==> config.mk <==
export PLATFORM = sky130hd
export DESIGN_NAME = rpc_front
export DESIGN_NICKNAME = d
export VERILOG_FILES = /design/src/design/rpc_pkg.sv /design/src/design/rpc_front.sv
export SDC_FILE = /design/constraint.sdc
export NUM_CORES = 2
export LEC_CHECK = 0
export BUFFER_PORTS_ARGS = -buffer_cell sky130_fd_sc_hd__clkbuf_2
export CAP_MARGIN = 15
export CORE_AREA = 2 2 423 635
export CTS_BUF_LIST = sky130_fd_sc_hd__clkbuf_2 sky130_fd_sc_hd__clkbuf_4 sky130_fd_sc_hd__clkbuf_8
export CTS_CLUSTER_DIAMETER = 100
export DETAILED_ROUTE_END_ITERATION = 12
export DIE_AREA = 0 0 425 637
export GPL_ROUTABILITY_DRIVEN = 0
export HOLD_SLACK_MARGIN = 0.1
export REMOVE_ABC_BUFFERS = 1
export SLEW_MARGIN = 20
export SYNTH_ARGS = -nofsm -noshare
export SYNTH_HDL_FRONTEND = slang
export SYNTH_SLANG_ARGS = --single-unit
==> constraint.sdc <==
create_clock -name clk -period 8.98 [get_ports clk]
set_input_delay 0.449 -clock clk [delete_from_list [all_inputs] [get_ports clk]]
set_output_delay 0.449 -clock clk [all_outputs]
set_load 0.02 [all_outputs]
==> src/design/rpc_pkg.sv <==
package rpc_pkg;

	// back-end sequencer states
	typedef enum logic [3:0] {
		ST_IDLE,
		ST_VMUL,
		ST_VSUB,
		ST_WALK,
		ST_MSQ,
		ST_MPRD,
		ST_CHECK,
		ST_DIV,
		ST_SQRT,
		ST_DONE
	} bk_state_t;

	localparam logic CMD_LOAD = 1'b0;
	localparam logic CMD_PAIR = 1'b1;

	localparam logic REG_ROW_COUNT = 1'b0;
	localparam logic REG_COL_COUNT = 1'b1;

	localparam int FRAC_BITS  = 30;
	localparam int DIV_STEPS  = 2 * FRAC_BITS;
	localparam int SQRT_STEPS = FRAC_BITS;

	// queue status seen by the front end
	typedef struct packed {
		logic full;
		logic pending;
	} q_status_t;

endpackage

==> src/design/rpc_front.sv <==
module rpc_front import rpc_pkg::*; #(
	parameter int MAX_ROWS    = 16,
	parameter int MAX_COLS    = 256,
	parameter int SAMPLE_BITS = 16,
	localparam int RAW  = $clog2(MAX_ROWS),
	localparam int CB   = $clog2(MAX_COLS),
	localparam int NB   = CB + 1,
	localparam int RCW  = RAW + 1,
	localparam int SUMW = SAMPLE_BITS + CB + 1,
	localparam int SQW  = 2 * SAMPLE_BITS - 1 + CB,
	localparam int EW   = 9 + 2 * SUMW + 2 * SQW
) (
	input  logic                          clk,
	input  logic                          arst_n,
	input  logic                          in_valid,
	output logic                          in_stall,
	input  logic                          command,
	input  logic [3:0]                    row_a,
	input  logic [3:0]                    row_b,
	input  logic [7:0]                    column,
	input  logic signed [SAMPLE_BITS-1:0] sample,
	input  logic [RCW-1:0]                rows_eff,
	input  logic [NB-1:0]                 cols_eff,
	input  q_status_t                     q_stat,
	output logic                          push,
	output logic [EW-1:0]                 push_data,
	output logic                          wr_en,
	output logic [RAW+CB-1:0]             wr_addr,
	output logic signed [SAMPLE_BITS-1:0] wr_data
);

	localparam int DEPTH = 1 << RAW;
	localparam int CW    = 16;

	logic                          valid_s1;
	logic                          cmd_s1;
	logic [3:0]                    ra_s1, rb_s1;
	logic [7:0]                    col_s1;
	logic signed [SAMPLE_BITS-1:0] smp_s1;
	logic [SUMW-1:0]               sum_a_s1, sum_b_s1;
	logic [SQW-1:0]                sq_a_s1, sq_b_s1;

	logic [SUMW-1:0] sum_mem [DEPTH];
	logic [SQW-1:0]  sq_mem  [DEPTH];
	logic [DEPTH-1:0] seen_q;

	logic accept, s1_fire, ld_ok, a_ok, b_ok, upd;
	logic [RAW-1:0] idx_a, idx_b, idx_s1;
	logic signed [2*SAMPLE_BITS-1:0] sq_full;
	logic [SUMW-1:0] new_sum;
	logic [SQW-1:0]  new_sq;

	assign idx_a  = RAW'(row_a);
	assign idx_b  = RAW'(row_b);
	assign idx_s1 = RAW'(ra_s1);

	assign a_ok  = CW'(ra_s1) < CW'(rows_eff);
	assign b_ok  = CW'(rb_s1) < CW'(rows_eff);
	assign ld_ok = (cmd_s1 == CMD_LOAD) && a_ok && (CW'(col_s1) < CW'(cols_eff));

	// pairs need a queue slot; loads wait until no pair is outstanding
	assign s1_fire  = valid_s1 && ((cmd_s1 == CMD_PAIR) ? !q_stat.full : !q_stat.pending);
	assign in_stall = valid_s1 && !s1_fire;
	assign accept   = in_valid && !in_stall;
	assign upd      = s1_fire && ld_ok;

	assign sq_full = smp_s1 * smp_s1;
	assign new_sum = (col_s1 == 8'd0) ? SUMW'(smp_s1) : sum_a_s1 + SUMW'(smp_s1);
	assign new_sq  = (col_s1 == 8'd0) ? SQW'($unsigned(sq_full))
	                                  : sq_a_s1 + SQW'($unsigned(sq_full));

	always_ff @(posedge clk or negedge arst_n) begin
		if (!arst_n) begin
			valid_s1 <= 1'b0;
			seen_q   <= '0;
		end else begin
			if (accept) valid_s1 <= 1'b1;
			else if (s1_fire) valid_s1 <= 1'b0;
			if (upd) seen_q[idx_s1] <= 1'b1;
		end
	end

	// sums: registered read, write-first forwarding from the load in flight
	always_ff @(posedge clk) begin
		if (upd) begin
			sum_mem[idx_s1] <= new_sum;
			sq_mem[idx_s1]  <= new_sq;
		end
		if (accept) begin
			cmd_s1 <= command;
			ra_s1  <= row_a;
			rb_s1  <= row_b;
			col_s1 <= column;
			smp_s1 <= sample;
			sum_a_s1 <= (upd && idx_s1 == idx_a) ? new_sum
			          : (seen_q[idx_a] ? sum_mem[idx_a] : '0);
			sum_b_s1 <= (upd && idx_s1 == idx_b) ? new_sum
			          : (seen_q[idx_b] ? sum_mem[idx_b] : '0);
			sq_a_s1  <= (upd && idx_s1 == idx_a) ? new_sq
			          : (seen_q[idx_a] ? sq_mem[idx_a] : '0);
			sq_b_s1  <= (upd && idx_s1 == idx_b) ? new_sq
			          : (seen_q[idx_b] ? sq_mem[idx_b] : '0);
		end
	end

	assign push      = s1_fire && (cmd_s1 == CMD_PAIR);
	assign push_data = {ra_s1, rb_s1, !(a_ok && b_ok), sum_a_s1, sum_b_s1, sq_a_s1, sq_b_s1};

	assign wr_en   = upd;
	assign wr_addr = {idx_s1, CB'(col_s1)};
	assign wr_data = smp_s1;

endmodule

* Yosys cells after proc, flatten, opt, wreduce, memory -nomap -nowiden
Memories as Yosys holds them, arrays and structs flattened.
Index checks and enable logic that the tools add are counted.
** Storage, ports and cells
- Register bits :: 178
- Bits in latches :: 0
- RAM bits :: 1024
- Bits in read-only memories :: 0
- Bits of input ports :: 52
- Output and inout port bits :: 168
- Logic and storage cells :: 66
- Memories :: 2
** Memory list
- sq_mem :: words 16, width 39, rd ports 2, clocked after Yosys merged registers in 0, write ports 1, line rpc_front.sv:44 : logic [SQW-1:0] sq_mem [DEPTH];
- sum_mem :: words 16, width 25, rd ports 2, clocked after Yosys merged registers in 0, write ports 1, line rpc_front.sv:43 : logic [SUMW-1:0] sum_mem [DEPTH];
** Operators by class
- $add $sub $neg :: 2
- $mul :: 1
- Divide/modulo/power cells :: 0
- Order comparisons :: 7
- Equal/unequal tests :: 2
- Shift operators :: 0
- Multiplexer cells :: 21
- Bitwise logic cells :: 2
- Reduce and logical (&&, ||, !) cells :: 18
** Operators with widths (count)
- $mux 39 :: 5
- $mux 25 :: 5
- $add 39x32->39 :: 1
- $mul 16x16->32 :: 1
- $add 25x25->25 :: 1
- $or 16x16->16 :: 1
- $lt 4x5->1 const B :: 3
- $logic_and 1x1->1 :: 11
- $lt 4x5->1 :: 2
- $lt 8x9->1 :: 1
- $bmux 1 s4 :: 2
- $eq 4x4->1 :: 2
- $logic_not 8->1 :: 1
- $mux 1 :: 8
- $logic_not 1->1 :: 5
- $demux 1 s4 :: 1
- $ge 4x1->1 const B :: 1
- $reduce_bool 2->1 :: 1
- $not 1->1 :: 1

* Longest topological paths before layout
- Depth in word-level cells :: 8
- Gate-level depth with buffers :: 35

* Worst setup path before layout
OpenSTA, ideal clock, no wires.
- Path kind :: reg2reg
- Start :: register ra_s1[0], in the netlist idx_s1[0]
- End :: register seen_q[12]
- Data arrival time :: 8.787 ns
- Setup slack :: 0.090 ns
- Stages on the path, launching flop included :: 11
- Path buffers :: 1
- Period minus slack after synthesis :: 8.890 ns
- Cells stage by stage :: edfxtp_1 -> buf_2 -> nand2b_1 -> a21o_1 -> a21o_1 -> a21oi_1 -> o211a_1 -> o21a_1 -> nand2_1 -> nor4_1 -> or2_2
** Between the ends
- Elaborated cells on any way between the ends :: 10
- Those cells by class :: order compare: 3; mux: 2; bitwise: 1; reduce/logical: 4
** RTL lines
- start, declared :: line rpc_front.sv:37 : logic [3:0] ra_s1, rb_s1;
- start signal, assigned :: line rpc_front.sv:91 : ra_s1 <= row_a;
- $lt 4x5->1 :: line rpc_front.sv:57 : assign a_ok = CW'(ra_s1) < CW'(rows_eff);
- $logic_and 1x1->1 (2 in a row) :: line rpc_front.sv:59 : assign ld_ok = (cmd_s1 == CMD_LOAD) && a_ok && (CW'(col_s1) < CW'(cols_eff));
- $logic_and 1x1->1 :: line rpc_front.sv:65 : assign upd = s1_fire && ld_ok;
- via wr_en :: line rpc_front.sv:27 : output logic wr_en,
- end signal, assigned :: line rpc_front.sv:75 : seen_q <= '0;
- end signal, assigned by index :: line rpc_front.sv:79 : if (upd) seen_q[idx_s1] <= 1'b1;
- end, declared :: line rpc_front.sv:45 : logic [DEPTH-1:0] seen_q;
The timed path passes the listed nets, and every way through them passes these cells.
A chain may end at the register's enable or synchronous reset.

* Worst setup path after layout
- Start :: register smp_s1[8], in the netlist wr_data[8]
- End :: memory sq_mem[11][38] in the netlist's numbering (data pin)
** Between the ends
- Word-level cells in the longest chain between the ends :: 3
** RTL lines
- start, declared :: line rpc_front.sv:39 : logic signed [SAMPLE_BITS-1:0] smp_s1;
- start signal, assigned :: line rpc_front.sv:94 : smp_s1 <= sample;
- $mul 16x16->32 :: line rpc_front.sv:67 : assign sq_full = smp_s1 * smp_s1;
- $add 39x32->39 :: line rpc_front.sv:70 : : sq_a_s1 + SQW'($unsigned(sq_full));
- $mux 39 :: line rpc_front.sv:69 : assign new_sq = (col_s1 == 8'd0) ? SQW'($unsigned(sq_full))
- via new_sq[38] :: line rpc_front.sv:51 : logic [SQW-1:0] new_sq;
- end, declared :: line rpc_front.sv:44
The timed path passes the listed nets, and every way through them passes these cells.

==> summary.md <==
| Metric | Value |
|---|---|
| Status | `complete, no violations` |
| Main flop type after synthesis | `edfxtp_1` |
| Slew Limit Fails | `0` |
| Yosys warning count | `0` |
| Hold EP | `idx_s1[0]$_DFFE_PP_` |
| CP dominant cell by count | `fa_1` |
| CORE AREA | `0.265 sq mm` |
| Minimum clock period after layout | `8.58 ns` |
| Commonest non-fill, non-tap cell in the layout | `edfxtp_1` |
| First-pass GRT wire length | `304000 um` |
| Worst hold path type | `input pin to register` |
| Flop2flop setup slack | `0.40 ns` |
| Register Area | `0.0360 sq mm` |
| Cell area after synthesis | `0.0661 sq mm` |
| Setup CP Type | `register to register` |
| Least-Margin Pin Slew | `1.18 ns` |
| Die Y | `637 um` |
| Clock Sinks | `1202` |
| Total Routing Usage GR | `15.5%` |
| Clock-pin slew on the worst setup and hold paths | `0.06 ns` |
| Vias/cell | `4.94` |
| Finish-stage setup viols | `0` |
| Initial DRC Count | `3676` |
| Commonest non-fill, non-tap cells in the layout | `edfxtp_1 (1185), mux4_2 (648), inv_1 (390)` |
| Residual DRC | `0` |
| Antenna violations before repair | `17` |
| Worst path max stage delay | `0.55 ns` |
| Crit share post-route | `95.5%` |
| Reg2reg start | `wr_data[8]$_DFFE_PP_` |
| Die W | `425 um` |
| Final WL | `213000 um` |
| Yosys top cell by area | `edfxtp_1` |
| Worst-skew pair later-pin latency | `0.99 ns` |
| Worst EP required | `9.58 ns` |
| R2r worst-path depth | `33` |
| Maxcap violations | `0` |
| CP Capture Type | `register` |
| Via Count | `39400` |
| Final hold violation count | `0` |
| Relative max-transition margin | `21.6%` |
| Dpl hpwl | `136000 um` |
| Initial core utilization | `24.9%` |
| #FFs+latches synth | `1202` |
| Dpl cell area | `0.0720 sq mm` |
| Largest net degree at the start of global routing | `131` |
| Place WS | `-0.0794 ns` |
| Arrival time at the worst endpoint | `9.18 ns` |
| IO Count | `220` |
| Syn avg cell area | `16.7 sq um` |
| Setup WS post-layout | `0.401 ns` |
| WHS Path Cells | `1` |
| Hold_sp | `row_a[0]` |
| Post-DRT Antenna Nets | `0` |
| Cell area after layout | `0.0762 sq mm` |
| Number of flops mapped to enable cells by yosys | `1185` |
| Crit Path Max Fanout | `16` |
| Synth top area share | `53.8%` |
| Multi-input logic area | `0.0279 sq mm` |
| # rows | `232` |
| TritonCTS Buffers | `189` |
| H-tree depth | `4` |
| Routed length per instance | `26.7 um` |
| Root Buffer | `clkbuf_8` |
| Layout cells sized above 1 | `30.8%` |
| Bufs on Longest Clock Path | `4` |
| Nets@finish | `4770` |
| Startpoint Class | `register` |
| Area growth syn-to-layout | `15.2%` |
| Ranking of synthesized cells by area | `edfxtp_1 (54%), mux4_2 (22%), fa_1 (7.2%)` |
| CTS tree | `built` |
| RSZ-0062 raised after global routing | `false` |
| Library cells used by synthesis | `73` |
| Fmax | `0.117 GHz` |
| Final clock skew | `0.151 ns` |
| Grt ovf | `0` |
| Buffers on Ports | `219` |
| Worst path slowest cell | `fa_1` |
| Asr flop ratio synth | `1.41%` |
| Syn Inst Count | `3967` |
| Die ar. | `0.271 sq mm` |
| # fillers | `26400` |
| Sequential area share after synthesis | `54.4%` |
| Iteration count of the initial detailed-routing pass | `5` |
| Vias in the first global route | `42700` |
| RR Endpoint | `sq_mem[11][38]$_DFFE_PP_` |
-- cell families (layout without fill, tap and decap cells) --
kind of cell / count (synthesis) / after routing / share of synthesized area, %
flops: 1202 / 1202 / 54.4
mux: 666 / 666 / 22.4
buf+inv: 625 / 1121 / 3.72
simple gates: 562 / 562 / 4.08
compound gates: 418 / 418 / 3.90
fa+ha+maj: 394 / 394 / 10.2
xor+xnor: 100 / 100 / 1.32
other cells: 0 / 2 / 0
-- critical path, delay by kind of cell (launching register included) --
kind,cells,cell delay [ns]
compound gates,9,1.63
xor+xnor,2,0.34
fa+ha+maj,8,3.66
buf+inv,8,0.92
flops,1,0.52
simple gates,6,1.13
-- layout make-up --
cell class,count,share of cell area (%)
flip-flops and latches,1202,47.3
inverters,392,1.93
clock inverters,94,0.839
well taps,3510,5.76
diodes,2,0.00657
multi-input cells,2140,36.6
repair buffers,399,3.61
clock buffers,236,3.93
-- sequential cells by signal, summed over array words and instances (netlist names) --
name      count
sq_mem      624
sum_mem     400
sq_a_s1      39
sq_b_s1      39
sum_a_s1     25
sum_b_s1     25
seen_q       16
wr_data      16
col_s1        8
idx_s1        4
rb_s1         4
cmd_s1        1
valid_s1      1
-- worst max-delay path by stage --
stage	depth (start not counted)	from	slack [ns]	to
after floorplan	9	idx_s1[1]$_DFFE_PP_	-0.16	seen_q[12]$_DFFE_PN0P_
after global placement	32	wr_data[5]$_DFFE_PP_	0.09	sq_mem[12][37]$_DFFE_PP_
after detailed placement	29	wr_data[8]$_DFFE_PP_	-0.08	sq_mem[5][35]$_DFFE_PP_
after CTS	31	wr_data[5]$_DFFE_PP_	0.004	sq_mem[15][36]$_DFFE_PP_
after global routing	32	wr_data[9]$_DFFE_PP_	0.003	sq_a_s1[37]$_DFFE_PP_
final	33	wr_data[8]$_DFFE_PP_	0.40	sq_mem[11][38]$_DFFE_PP_
-- Yosys cell counts (7+ instances only) --
master and instances:
edfxtp_1 1185, mux4_2 650, inv_1 392, fa_1 238
nand2_1 173, o21ai_0 166, ha_1 156, clkbuf_1 127
nand3_1 117, a21oi_1 93, nor2_1 93, xnor2_1 60
buf_2 56, and2_1 50, a21o_1 48, buf_1 41
xor2_1 40, nor3_1 27, and3_1 23, dfrtp_1 17
nand2b_1 16, or2_2 15, nor2b_1 11, a31oi_1 10
mux2i_1 10, nor4_1 10, o211ai_1 10, o21bai_1 10
a31o_2 8, a211oi_1 7, nand4_1 7
-- metal layers --
| metal | share of wire (%) | vias up | track usage [%] |
|---|---|---|---|
| met5 | 0.019 | - | 0 |
| met4 | 6.2 | 6 | 8.85 |
| met3 | 7.0 | 477 | 2.83 |
| met2 | 51 | 1682 | 27.2 |
| met1 | 36 | 21000 | 17.6 |
| li1 | - | 16300 | - |
-- stage by stage --
step                util [%]  instances  hold WS (ns)  TNS, ns
floorplan                  -       3734         0.153    -9.20
global placement        27.1       7593         0.421        0
detailed placement      27.1       7593         0.430    -1.26
CTS                     28.6       7957         0.101        0
global route            28.7       7974         0.157        0
finish                  28.7       7975        0.0937        0
-- what timing repair did --
| item | 4_1_cts | 5_1_grt |
|---|---|---|
| buffers inserted | 0 | 16 |
| resized for setup | 6 | 25 |
| setup endpoints to repair | 89 | 231 |
| hold buffers | 34 | 0 |
| pin swaps | 0 | 4 |
| hold endpoints to repair | 69 | 0 |
Power is left out: the tool's default activity adds up to more than one toggle a clock period on the data nets, which glitch-free logic cannot reach.
