===== config.mk =====
export PLATFORM = sky130hd
export DESIGN_NAME = rpc_queue
export DESIGN_NICKNAME = d
export VERILOG_FILES = /design/src/design/rpc_pkg.sv /design/src/design/rpc_queue.sv
export SDC_FILE = /design/constraint.sdc
export NUM_CORES = 1
export LEC_CHECK = 0
export BUFFER_PORTS_ARGS = -buffer_cell sky130_fd_sc_hd__buf_2
export CAP_MARGIN = 0
export CORE_ASPECT_RATIO = 1.4
export CORE_MARGIN = 5
export CORE_UTILIZATION = 40
export DETAILED_ROUTE_END_ITERATION = 8
export GPL_ROUTABILITY_DRIVEN = 0
export PLACE_DENSITY_LB_ADDON = 0.08
export SYNTH_ARGS = -nofsm -noshare
export SYNTH_HDL_FRONTEND = slang
export SYNTH_SLANG_ARGS = --single-unit

===== constraint.sdc =====
create_clock -name clk -period 1.4 [get_ports clk]
set_input_delay 0.14 -clock clk [delete_from_list [all_inputs] [get_ports clk]]
set_output_delay 0.14 -clock clk [all_outputs]
set_load 0.01 [all_outputs]

===== src/design/rpc_pkg.sv =====
package rpc_pkg;

	// back-end sequencer states
	typedef enum logic [3:0] {
		ST_IDLE,
		ST_VMUL,
		ST_VSUB,
		ST_WALK,
		ST_MSQ,
		ST_MPRD,
		ST_CHECK,
		ST_DIV,
		ST_SQRT,
		ST_DONE
	} bk_state_t;

	localparam logic CMD_LOAD = 1'b0;
	localparam logic CMD_PAIR = 1'b1;

	localparam logic REG_ROW_COUNT = 1'b0;
	localparam logic REG_COL_COUNT = 1'b1;

	localparam int FRAC_BITS  = 30;
	localparam int DIV_STEPS  = 2 * FRAC_BITS;
	localparam int SQRT_STEPS = FRAC_BITS;

	// queue status seen by the front end
	typedef struct packed {
		logic full;
		logic pending;
	} q_status_t;

endpackage


===== src/design/rpc_queue.sv =====
module rpc_queue import rpc_pkg::*; #(
	parameter int WIDTH = 8
) (
	input  logic             clk,
	input  logic             arst_n,
	input  logic             push,
	input  logic [WIDTH-1:0] push_data,
	input  logic             pop,
	input  logic             busy,
	output logic             head_valid,
	output logic [WIDTH-1:0] head,
	output q_status_t        q_stat
);

	logic [WIDTH-1:0] slot_q [2];
	logic             wp_q, rp_q;
	logic [1:0]       cnt_q;

	always_ff @(posedge clk or negedge arst_n) begin
		if (!arst_n) begin
			wp_q  <= 1'b0;
			rp_q  <= 1'b0;
			cnt_q <= 2'd0;
		end else begin
			if (push) wp_q <= !wp_q;
			if (pop) rp_q <= !rp_q;
			cnt_q <= cnt_q + 2'(push) - 2'(pop);
		end
	end

	always_ff @(posedge clk) begin
		if (push) slot_q[wp_q] <= push_data;
	end

	assign head           = slot_q[rp_q];
	assign head_valid     = cnt_q != 2'd0;
	assign q_stat.full    = cnt_q == 2'd2;
	assign q_stat.pending = (cnt_q != 2'd0) || busy;

endmodule


Word-level counts from Yosys, hierarchy flattened --
Memories as Yosys holds them, arrays and structs flattened. Index checks and enable logic that the tools add are counted.
Operators by class: add/sub/neg operators 2, eq/ne operators 1, muxes and demuxes 2, reductions and logical operators 4
Operators with widths (count):
- adder 2 x 1 -> 2 bit | 1
- equality test 2 bit (second input constant) | 1
- logical NOT 1 bit | 2
- 2-to-1 mux 1 bit | 2
- nonzero test 2 bit | 1
- subtractor 2 x 1 -> 2 bit | 1
- logical OR 1 bit | 1
Storage, ports and cells: register bits after elaboration 4, RAM bits 16, input bits 13, output and inout bits 11, memories kept 1
Memory list:
- slot_q | depth 2, bits a word 8, read ports 1, clocked after memory_dff 0, write ports 1, line rpc_queue.sv:15 | logic [WIDTH-1:0] slot_q [2];

Longest topological paths before layout --
Gate-level depths: netlist of the first run.
word-level depth 2, depth in mapped cells 5, mapped depth without buffers 5

Least setup slack after synthesis of the first run --
OpenSTA, ideal clock, no wires.
path type flip-flop to flip-flop, start reg cnt_q[0], end reg cnt_q[1], setup time 135 ps, data arrival time 1185 ps, path slack 80 ps, cell stages (with the launch flop) 6, clock period less this slack 1320 ps, cell sequence dfrtp_1 -> inv_1 -> ha_1 -> inv_1 -> ha_1 -> xor3_1
On the way: longest elaborated chain between the ends 2
RTL lines:
- start, declared | line rpc_queue.sv:17 | logic [1:0] cnt_q;
- start signal, assigned | line rpc_queue.sv:27 | cnt_q <= cnt_q + 2'(push) - 2'(pop);
- adder 2 x 1 -> 2 bit | line rpc_queue.sv:27
- subtractor 2 x 1 -> 2 bit | line rpc_queue.sv:27
No other way between the ends. A chain may end at the register's enable or synchronous reset.

Worst setup path in the final report of the first run --
start reg rp_q, end out head[0]
On the way: longest elaborated chain between the ends 1
RTL lines:
- start, declared | line rpc_queue.sv:16 | logic wp_q, rp_q;
- start signal, assigned | line rpc_queue.sv:26 | if (pop) rp_q <= !rp_q;
- memory read (2 x 8 bit)
- end, declared | line rpc_queue.sv:11 | output logic [WIDTH-1:0] head,
No other way between the ends.

==> flow_summary.toml, run 1 <==
[yosys]
netlist_instances = 41
yosysTopAreaCell = "edfxtp_1"
ys_top_cells_by_area = "edfxtp_1 (59%), mux2_4 (15%), dfrtp_1 (12%), ha_1 (3.1%), xor3_1 (2.9%)"
ys_seq_area_share_pct = 71.1
synthesis.yosys.warnings = 0
synth_cell_types = 12
synthesis.nets = 56
syn_area_um2 = 817
ys_ff_latch = 20
avgSynthCellArea_um2 = 19.9
synth_top_area_share_pct = 58.8

[floorplanning]
ios = 24
start_util_pct = 41.9
die_x_um = 48.2
die_y_um = 63.5
core_area_mm2 = 0.00195
num_rows = 19
dieArea_mm2 = 0.00306

[sta]
period_needed_ps = 1410
hold_viol_final = 0
worst_slew_pin_slew_ps = 399
finalCritPeriodShare_pct = 101
fin_skew_ps = 2.81
slew_headroom_pct = 73.4
slew_viol_final = 0
setup_viol = 5
rsz0062_at_grt = "true"
timing.final.ws_setup_ps = -12.3
fmax_ghz = 0.708

[cells_and_area]
final_area_mm2 = 0.00109
area_delta_synth_final_pct = 34.0
utilization_pct = 56.2
fin_nets = 91
layout_commonest_cell = "edfxtp_1"
diodes = 0
final_cell_mix = "edfxtp_1 (16), buf_2 (15), buf_6 (10)"
fillers = 166
final_layout_size_suffix_gt1_share_pct = 57.3

[global_route]
grt_use_met3_pct = 1.71
use_met1_pct = 10.6
busiest_layer = "met2"
grt_overflow = 0
grt_pass1_wl_mm = 1.99
grt_use_met2_pct = 15.7
grt_pass1_vias = 455
antenna_found_initial = 0
grt_usage_pct = 9.27
grt_max_degree = 12

[placed_design]
dp_slack_ps = 32.5
hpwl_um = 887
dpl_cell_area_um2 = 962
port_buffers = 23

[critical_path]
cpPeakStageDelay_ps = 430
critPathMaxFanout = 5
r2r-end = "cnt_q[1]"
path_buf_inv = 2
critPathLaunchType = "flip-flop"
cp-startpoint = "rp_q"
criticalPathCategory = "flip-flop to output port"
r2r_slack_ps = 190
crit_chain = "buf_6, mux2_4, buf_6"
r2r_start = "cnt_q[0]"
path_common_cell = "buf_6"
cp_top_family = "flip-flops"
reg2regPathDepth = 5
endpoint_kind = "output port"
worst_ep_arrival_time_ps = 1270
critical-path-slowest-cell = "dfrtp_2"
cp.required_ps = 1260

[pwr]
powerDensity_mw_per_mm2 = 1920
p_leak_uw = 0.000484
max-vdd-ir-drop_mv = 1.16

[clock_tree]
cts-root-buf = "clkbuf_4"
worstSkewPairLatency_ps = 280
cts_tree = "yes"
numCtsBuffers = 3
clockBufferDepth = 2
clock_sinks = 20
clk_pin_slew_ps = 100
h-tree-depth = 1

[flow_run]
drv_cap = 0

[routing]
antenna_left = 0
firstDrtPassIters = 2
vias = 432
avgViaCountPerCell = 4.50
wirelength_mm = 1.22
avgRoutedWirePerCell_um = 12.7
drt_iter0_markers = 1
drc_errors = 0

[hold_path]
hold_end = "slot_q[1][4]"
hold_depth = 1
hp-class = "input port to flip-flop"
hp-start = "push_data[4]"

[status]
violations = "negative setup slack"
status = "finished, violations left"
==> area by class of cell <==
type	count	area (µm²)	share of cell area (%)
Timing Repair Buffer	31	235	21.5
Inverter	2	7.51	0.686
Clock buffer	4	26.3	2.40
Multi-Input combinational cell	18	218	19.9
Sequential cell	20	582	53.1
Tap cell	21	26.3	2.40
==> stage by stage <==
step	hold WS, ps	cells	power (µW)	setup TNS (ps)
5_1_grt	10.8	96	2250	-430
4_1_cts	29.5	94	1930	-291
2_1_floorplan	-156	41	1390	0
3_3_place_gp	-46.9	86	1600	0
6_report	38.8	96	2100	-48.1
3_5_place_dp	-47.2	86	1600	0
==> cell usage after synthesis <==
library cell	n
and2_1	1
inv_1	2
xor3_1	1
ha_1	2
nor2b_1	2
or2_2	1
dfrtp_1	4
buf_6	1
edfxtp_1	16
or3_1	1
mux2_4	8
xor2_1	2
==> worst max path at each step <==
stage	cells past startpoint	end
floorplan	5	cnt_q[1]
global placement	5	cnt_q[1]
detailed placement	5	cnt_q[1]
CTS	3	head[1]
global route	3	head[0]
finish	3	head[0]
==> metal layers <==
metal	part of all wire (%)	vias up
met2	55	16
met1	39	198
met3	5.8	0
met4	0	0
li1	-	218
met5	0	-
==> flip-flops by register name (all words and copies together) (netlist names) <==
name / cells
cnt_q: 2
rp_q: 1
wp_q: 1
slot_q: 16
==> power breakdown <==
| part | internal, µW | switching (µW) | leakage (µW) | total, µW |
|---|---|---|---|---|
| logic | 605 | 356 | 0.000274 | 961 |
| registers | 812 | 69.4 | 0.000196 | 882 |
| clock network | 110 | 151 | 0.0000150 | 261 |
| total | 1530 | 576 | 0.000484 | 2100 |
==> kinds of logic after synthesis <==
family | synth area share, %
xor+xnor | 5.05
fa+ha+maj | 3.06
buf+inv | 2.30
flops | 71.1
mux | 14.7
simple gates | 3.83
==> what timing repair did <==
action                                  CTS  global route
endpoints found under the setup margin    8            10
hold buffers                              1             0
endpoints found under the hold margin     4             0
gates resized for setup                   1            13
pin swaps                                 0             2
buffers inserted                          3             2
Power figures use the tool's default switching activity.
==> inputs of run 2 (changes only) <==
==> constraint.sdc (replaced) <==
create_clock -name clk -period 1.4 [get_ports clk]
set_input_delay 0.35 -clock clk [delete_from_list [all_inputs] [get_ports clk]]
set_output_delay 0.35 -clock clk [all_outputs]
set_load 0.01 [all_outputs]
==> flow_summary.toml, run 2 (synthesis results as in run 1) <==
[global_route]
grt_pass1_vias = 479
grt_max_degree = 12
antenna_found_initial = 0
grt_pass1_wl_mm = 1.93
grt_overflow = 0
grt_usage_pct = 8.62

[flow_run]
drv_cap = 0

[sta]
finalCritPeriodShare_pct = 115
period_needed_ps = 1610
fmax_ghz = 0.621
setup_viol = 10
rsz0062_at_grt = "true"
fin_skew_ps = 5.29
slew_viol_final = 0
fin_hold_ws_ps = 248
worst_slew_pin_slew_ps = 374
hold_viol_final = 0
timing.final.ws_setup_ps = -210
setup_tns_ps = -1820
slew_headroom_pct = 75.1

[clock_tree]
clock_sinks = 20
worstSkewPairLatency_ps = 280
cts-root-buf = "clkbuf_4"
cts_tree = "yes"
numCtsBuffers = 3
h-tree-depth = 1
clockBufferDepth = 2
clk_pin_slew_ps = 100

[pwr]
power.total_uw = 2180
max-vdd-ir-drop_mv = 1.05
powerDensity_mw_per_mm2 = 1930
p_leak_uw = 0.000501

[routing]
avgViaCountPerCell = 4.64
wirelength_mm = 1.17
antenna_left = 0
avgRoutedWirePerCell_um = 12.1
firstDrtPassIters = 2
drt_iter0_markers = 4
vias = 450
drc_errors = 0

[floorplanning]
num_rows = 19
ios = 24
die_x_um = 48.2
dieArea_mm2 = 0.00306
start_util_pct = 41.9
die_y_um = 63.5
core_area_mm2 = 0.00195

[cells_and_area]
final_area_mm2 = 0.00113
diodes = 0
final_cell_mix = "edfxtp_1 (16), buf_2 (13), buf_6 (13)"
final_layout_size_suffix_gt1_share_pct = 59.2
top_register = "slot_q"
layout_commonest_cell = "edfxtp_1"
largest_reg_flops = 16
reg_top3 = "slot_q (16), cnt_q (2)"
area_delta_synth_final_pct = 38.1
fin_nets = 92
fin_cells = 97

[placed_design]
dpl_cell_area_um2 = 970
port_buffers = 23
hpwl_um = 912
dp_cells = 87

[hold_path]
hp-class = "input port to flip-flop"

[critical_path]
cp.required_ps = 1050
worst_ep_arrival_time_ps = 1260
criticalPathCategory = "flip-flop to output port"
endpoint_kind = "output port"
critPathMaxFanout = 5
critPathLaunchType = "flip-flop"

[status]
violations = "negative setup slack"
status = "finished, violations left"
[run 2: cell types whose count changed in the layout (fill, tap and decap cells not counted)]
cell,previous run,this run
or2_4,0,1
buf_6,10,13
or2_2,1,0
nor2b_1,2,1
clkbuf_1,1,0
buf_2,15,13
nor2b_4,0,1
clkinv_1,0,1
[run 2: repair_timing]
action,in CTS,in global routing
pin swaps,2,0
setup endpoints to repair,11,11
hold buffers,1,0
buffers inserted,3,2
endpoints found under the hold margin,4,0
resized for setup,14,4
[run 2: worst max-delay path, cell delays in order, from the launching register on]
cell     delay [ps]
dfrtp_2         420
buf_6           140
mux2_4          300
buf_6           120
[run 2: per-stage QoR]
stage | utilization [%] | worst slack (ps)
after floorplan | - | 79.5
after global placement | 49.7 | -79.7
after detailed placement | 49.7 | -83.9
after CTS | 56.2 | -222
after global routing | 57.9 | -259
final | 57.9 | -210
[run 2: layout make-up]
| class | instances | area (µm²) |
|---|---|---|
| Timing Repair Buffer | 32 | 259 |
| Clock inverter | 1 | 3.75 |
| Clock buffer | 3 | 22.5 |
| Tap cell | 21 | 26.3 |
| Sequential cell | 20 | 582 |
| Inverter | 2 | 7.51 |
| Multi-Input combinational cell | 18 | 228 |
| Fill cell | 158 | 821 |
[run 2: final timing paths]
| path | start | to | slack, ps | cells past startpoint |
|---|---|---|---|---|
| min in group asynchronous | arst_n | wp_q | 390 | 2 |
| min reg2reg | wp_q | wp_q | 490 | 1 |
| max | rp_q | head[0] | -210 | 3 |
| min | push_data[0] | slot_q[1][0] | 250 | 1 |
| max reg2reg | cnt_q[0] | cnt_q[1] | 130 | 5 |
| max in group asynchronous | arst_n | rp_q | 870 | 2 |
[run 2: layer usage]
| layer | wire length (µm) | part of all wire, % | global-route usage, % |
|---|---|---|---|
| met5 | 0 | 0 | 0 |
| met4 | 6 | 0.51 | 3.03 |
| met3 | 84 | 7.2 | 1.71 |
| met2 | 657 | 56 | 15.8 |
| met1 | 425 | 36 | 8.70 |
[run 2: report_power, final]
part / internal, µW / switching, µW
combinational: 672 / 361
sequential: 812 / 80.6
clock: 103 / 147
==> inputs of run 3 (changes only) <==
--- a/config.mk
+++ b/config.mk
@@ -7,11 +7,13 @@
 export LEC_CHECK = 0
 export BUFFER_PORTS_ARGS = -buffer_cell sky130_fd_sc_hd__buf_2
 export CAP_MARGIN = 0
-export CORE_ASPECT_RATIO = 1.4
+export CORE_ASPECT_RATIO = 0.7
 export CORE_MARGIN = 5
 export CORE_UTILIZATION = 40
+export CTS_BUF_LIST = sky130_fd_sc_hd__clkbuf_8 sky130_fd_sc_hd__clkbuf_16
 export DETAILED_ROUTE_END_ITERATION = 8
 export GPL_ROUTABILITY_DRIVEN = 0
+export GPL_TIMING_DRIVEN = 0
 export PLACE_DENSITY_LB_ADDON = 0.08
 export SYNTH_ARGS = -nofsm -noshare
 export SYNTH_HDL_FRONTEND = slang
==> flow_summary.toml, run 3 (synthesis results as in run 1) <==
[status]
status = "finished, violations left"
violations = "negative setup slack"

[floorplanning]
die_y_um = 47.8
num_rows = 13
die_x_um = 64.0
start_util_pct = 42.9
ios = 24
dieArea_mm2 = 0.00306
core_area_mm2 = 0.00190

[cells_and_area]
reg_top3 = "slot_q (16), cnt_q (2)"
fin_nets = 87
final_layout_size_suffix_gt1_share_pct = 56.3
fin_cells = 93
top_register = "slot_q"
layout_commonest_cell = "edfxtp_1"
largest_reg_flops = 16
area_delta_synth_final_pct = 34.9
utilization_pct = 57.9
diodes = 0
final_cell_mix = "edfxtp_1 (16), buf_2 (14), buf_6 (11)"

[routing]
vias = 420
drt_iter0_markers = 4
wl_met2_um = 610
wirelength_mm = 1.16
avgViaCountPerCell = 4.52
wl_met1_um = 455
met3_length_um = 91
highest_layer = "met3"
firstDrtPassIters = 4
antenna_left = 0
drc_errors = 0
avgRoutedWirePerCell_um = 12.4

[sta]
slew_viol_final = 0
timing.final.ws_setup_ps = -144
fin_skew_ps = 1.34
hold_viol_final = 0
worst_slew_pin_slew_ps = 411
finalCritPeriodShare_pct = 110
rsz0062_at_grt = "true"
slew_headroom_pct = 72.4
setup_viol = 9
fmax_ghz = 0.648
period_needed_ps = 1540

[critical_path]
r2r_start = "cnt_q[0]"
reg2regPathDepth = 5
cp.required_ps = 1050
r2r_slack_ps = 120
worst_ep_arrival_time_ps = 1190
critPathMaxFanout = 9
r2r-end = "cnt_q[1]"
criticalPathCategory = "flip-flop to output port"
endpoint_kind = "output port"
critPathLaunchType = "flip-flop"

[hold_path]
hold_end = "slot_q[0][4]"
hp-start = "push_data[4]"
hold_depth = 1
hp-class = "input port to flip-flop"

[placed_design]
port_buffers = 23
dp_cells = 86
hpwl_um = 832

[global_route]
antenna_found_initial = 0
grt_pass1_wl_mm = 1.66
grt_overflow = 0
grt_usage_pct = 7.62
grt_pass1_vias = 410
grt_max_degree = 12

[clock_tree]
numCtsBuffers = 3
clockBufferDepth = 2
clock_sinks = 20
clk_pin_slew_ps = 60
cts-root-buf = "clkbuf_8"
worstSkewPairLatency_ps = 250
h-tree-depth = 1
cts_tree = "yes"

[pwr]
max-vdd-ir-drop_mv = 1.47
p_leak_uw = 0.000487
powerDensity_mw_per_mm2 = 1980
power.total_uw = 2180

[flow_run]
drv_cap = 0
## run 3: cell count changes in the layout (fill, tap and decap cells not counted), moves of 2 or more
cell and delta:
clkbuf_8 +3, buf_6 -2, clkbuf_4 -3, buf_4 -4
## run 3: worst max-delay path, stage by stage, from the launching register on
cell and delay [ps]:
dfrtp_1 370, buf_6 150, mux2_4 300, buf_6 120
## run 3: where the power goes
part	internal (µW)	switching (µW)
Combinational	592	352
Clock	194	156
Sequential	811	76.2
Total	1600	584
## run 3: final cells by class
type	count	area (µm²)
Fill cell	153	801
Sequential cell	20	581
Multi-Input combinational cell	18	230
Timing Repair Buffer	26	200
Clock buffer	3	41.3
Tap cell	22	27.5
Buffer	1	11.3
Inverter	2	7.51
Clock inverter	1	3.75
## run 3: routing by layer
metal  track usage [%]  vias up
met5                 0        -
met4                 0        0
met3              4.93        0
met1              7.73      200
li1                  -      208
met2              14.4       12
## run 3: metrics by stage
| step | instance area (µm²) | TNS, ps | hold slack (ps) | setup WS (ps) |
|---|---|---|---|---|
| 3_5_place_dp | 960 | -418 | 163 | -46.9 |
| 5_1_grt | 1100 | -1570 | 272 | -179 |
| 4_1_cts | 1090 | -1280 | 283 | -155 |
| 2_1_floorplan | 817 | 0 | 54.4 | 79.5 |
| 3_3_place_gp | 960 | -648 | 163 | -74.8 |
| 6_report | 1100 | -1200 | 288 | -144 |
## run 3: worst max-delay path by stage
stage / startpoint / endpoint / slack, ps / cells past startpoint
after floorplan: cnt_q[0] / cnt_q[1] / 80 / 5
after global placement: push / slot_q[0][6] / -70 / 2
after detailed placement: push / slot_q[0][6] / -50 / 2
after CTS: rp_q / head[0] / -160 / 3
after global routing: rp_q / head[7] / -180 / 3
final: rp_q / head[0] / -140 / 3
## run 3: repair_timing
action,in CTS,in global routing
setup buffers,2,0
pin swaps,1,2
gates cloned,0,0
hold buffers,1,0
gates resized for setup,10,3
endpoints found under the hold margin,4,0
setup endpoints to repair,10,20
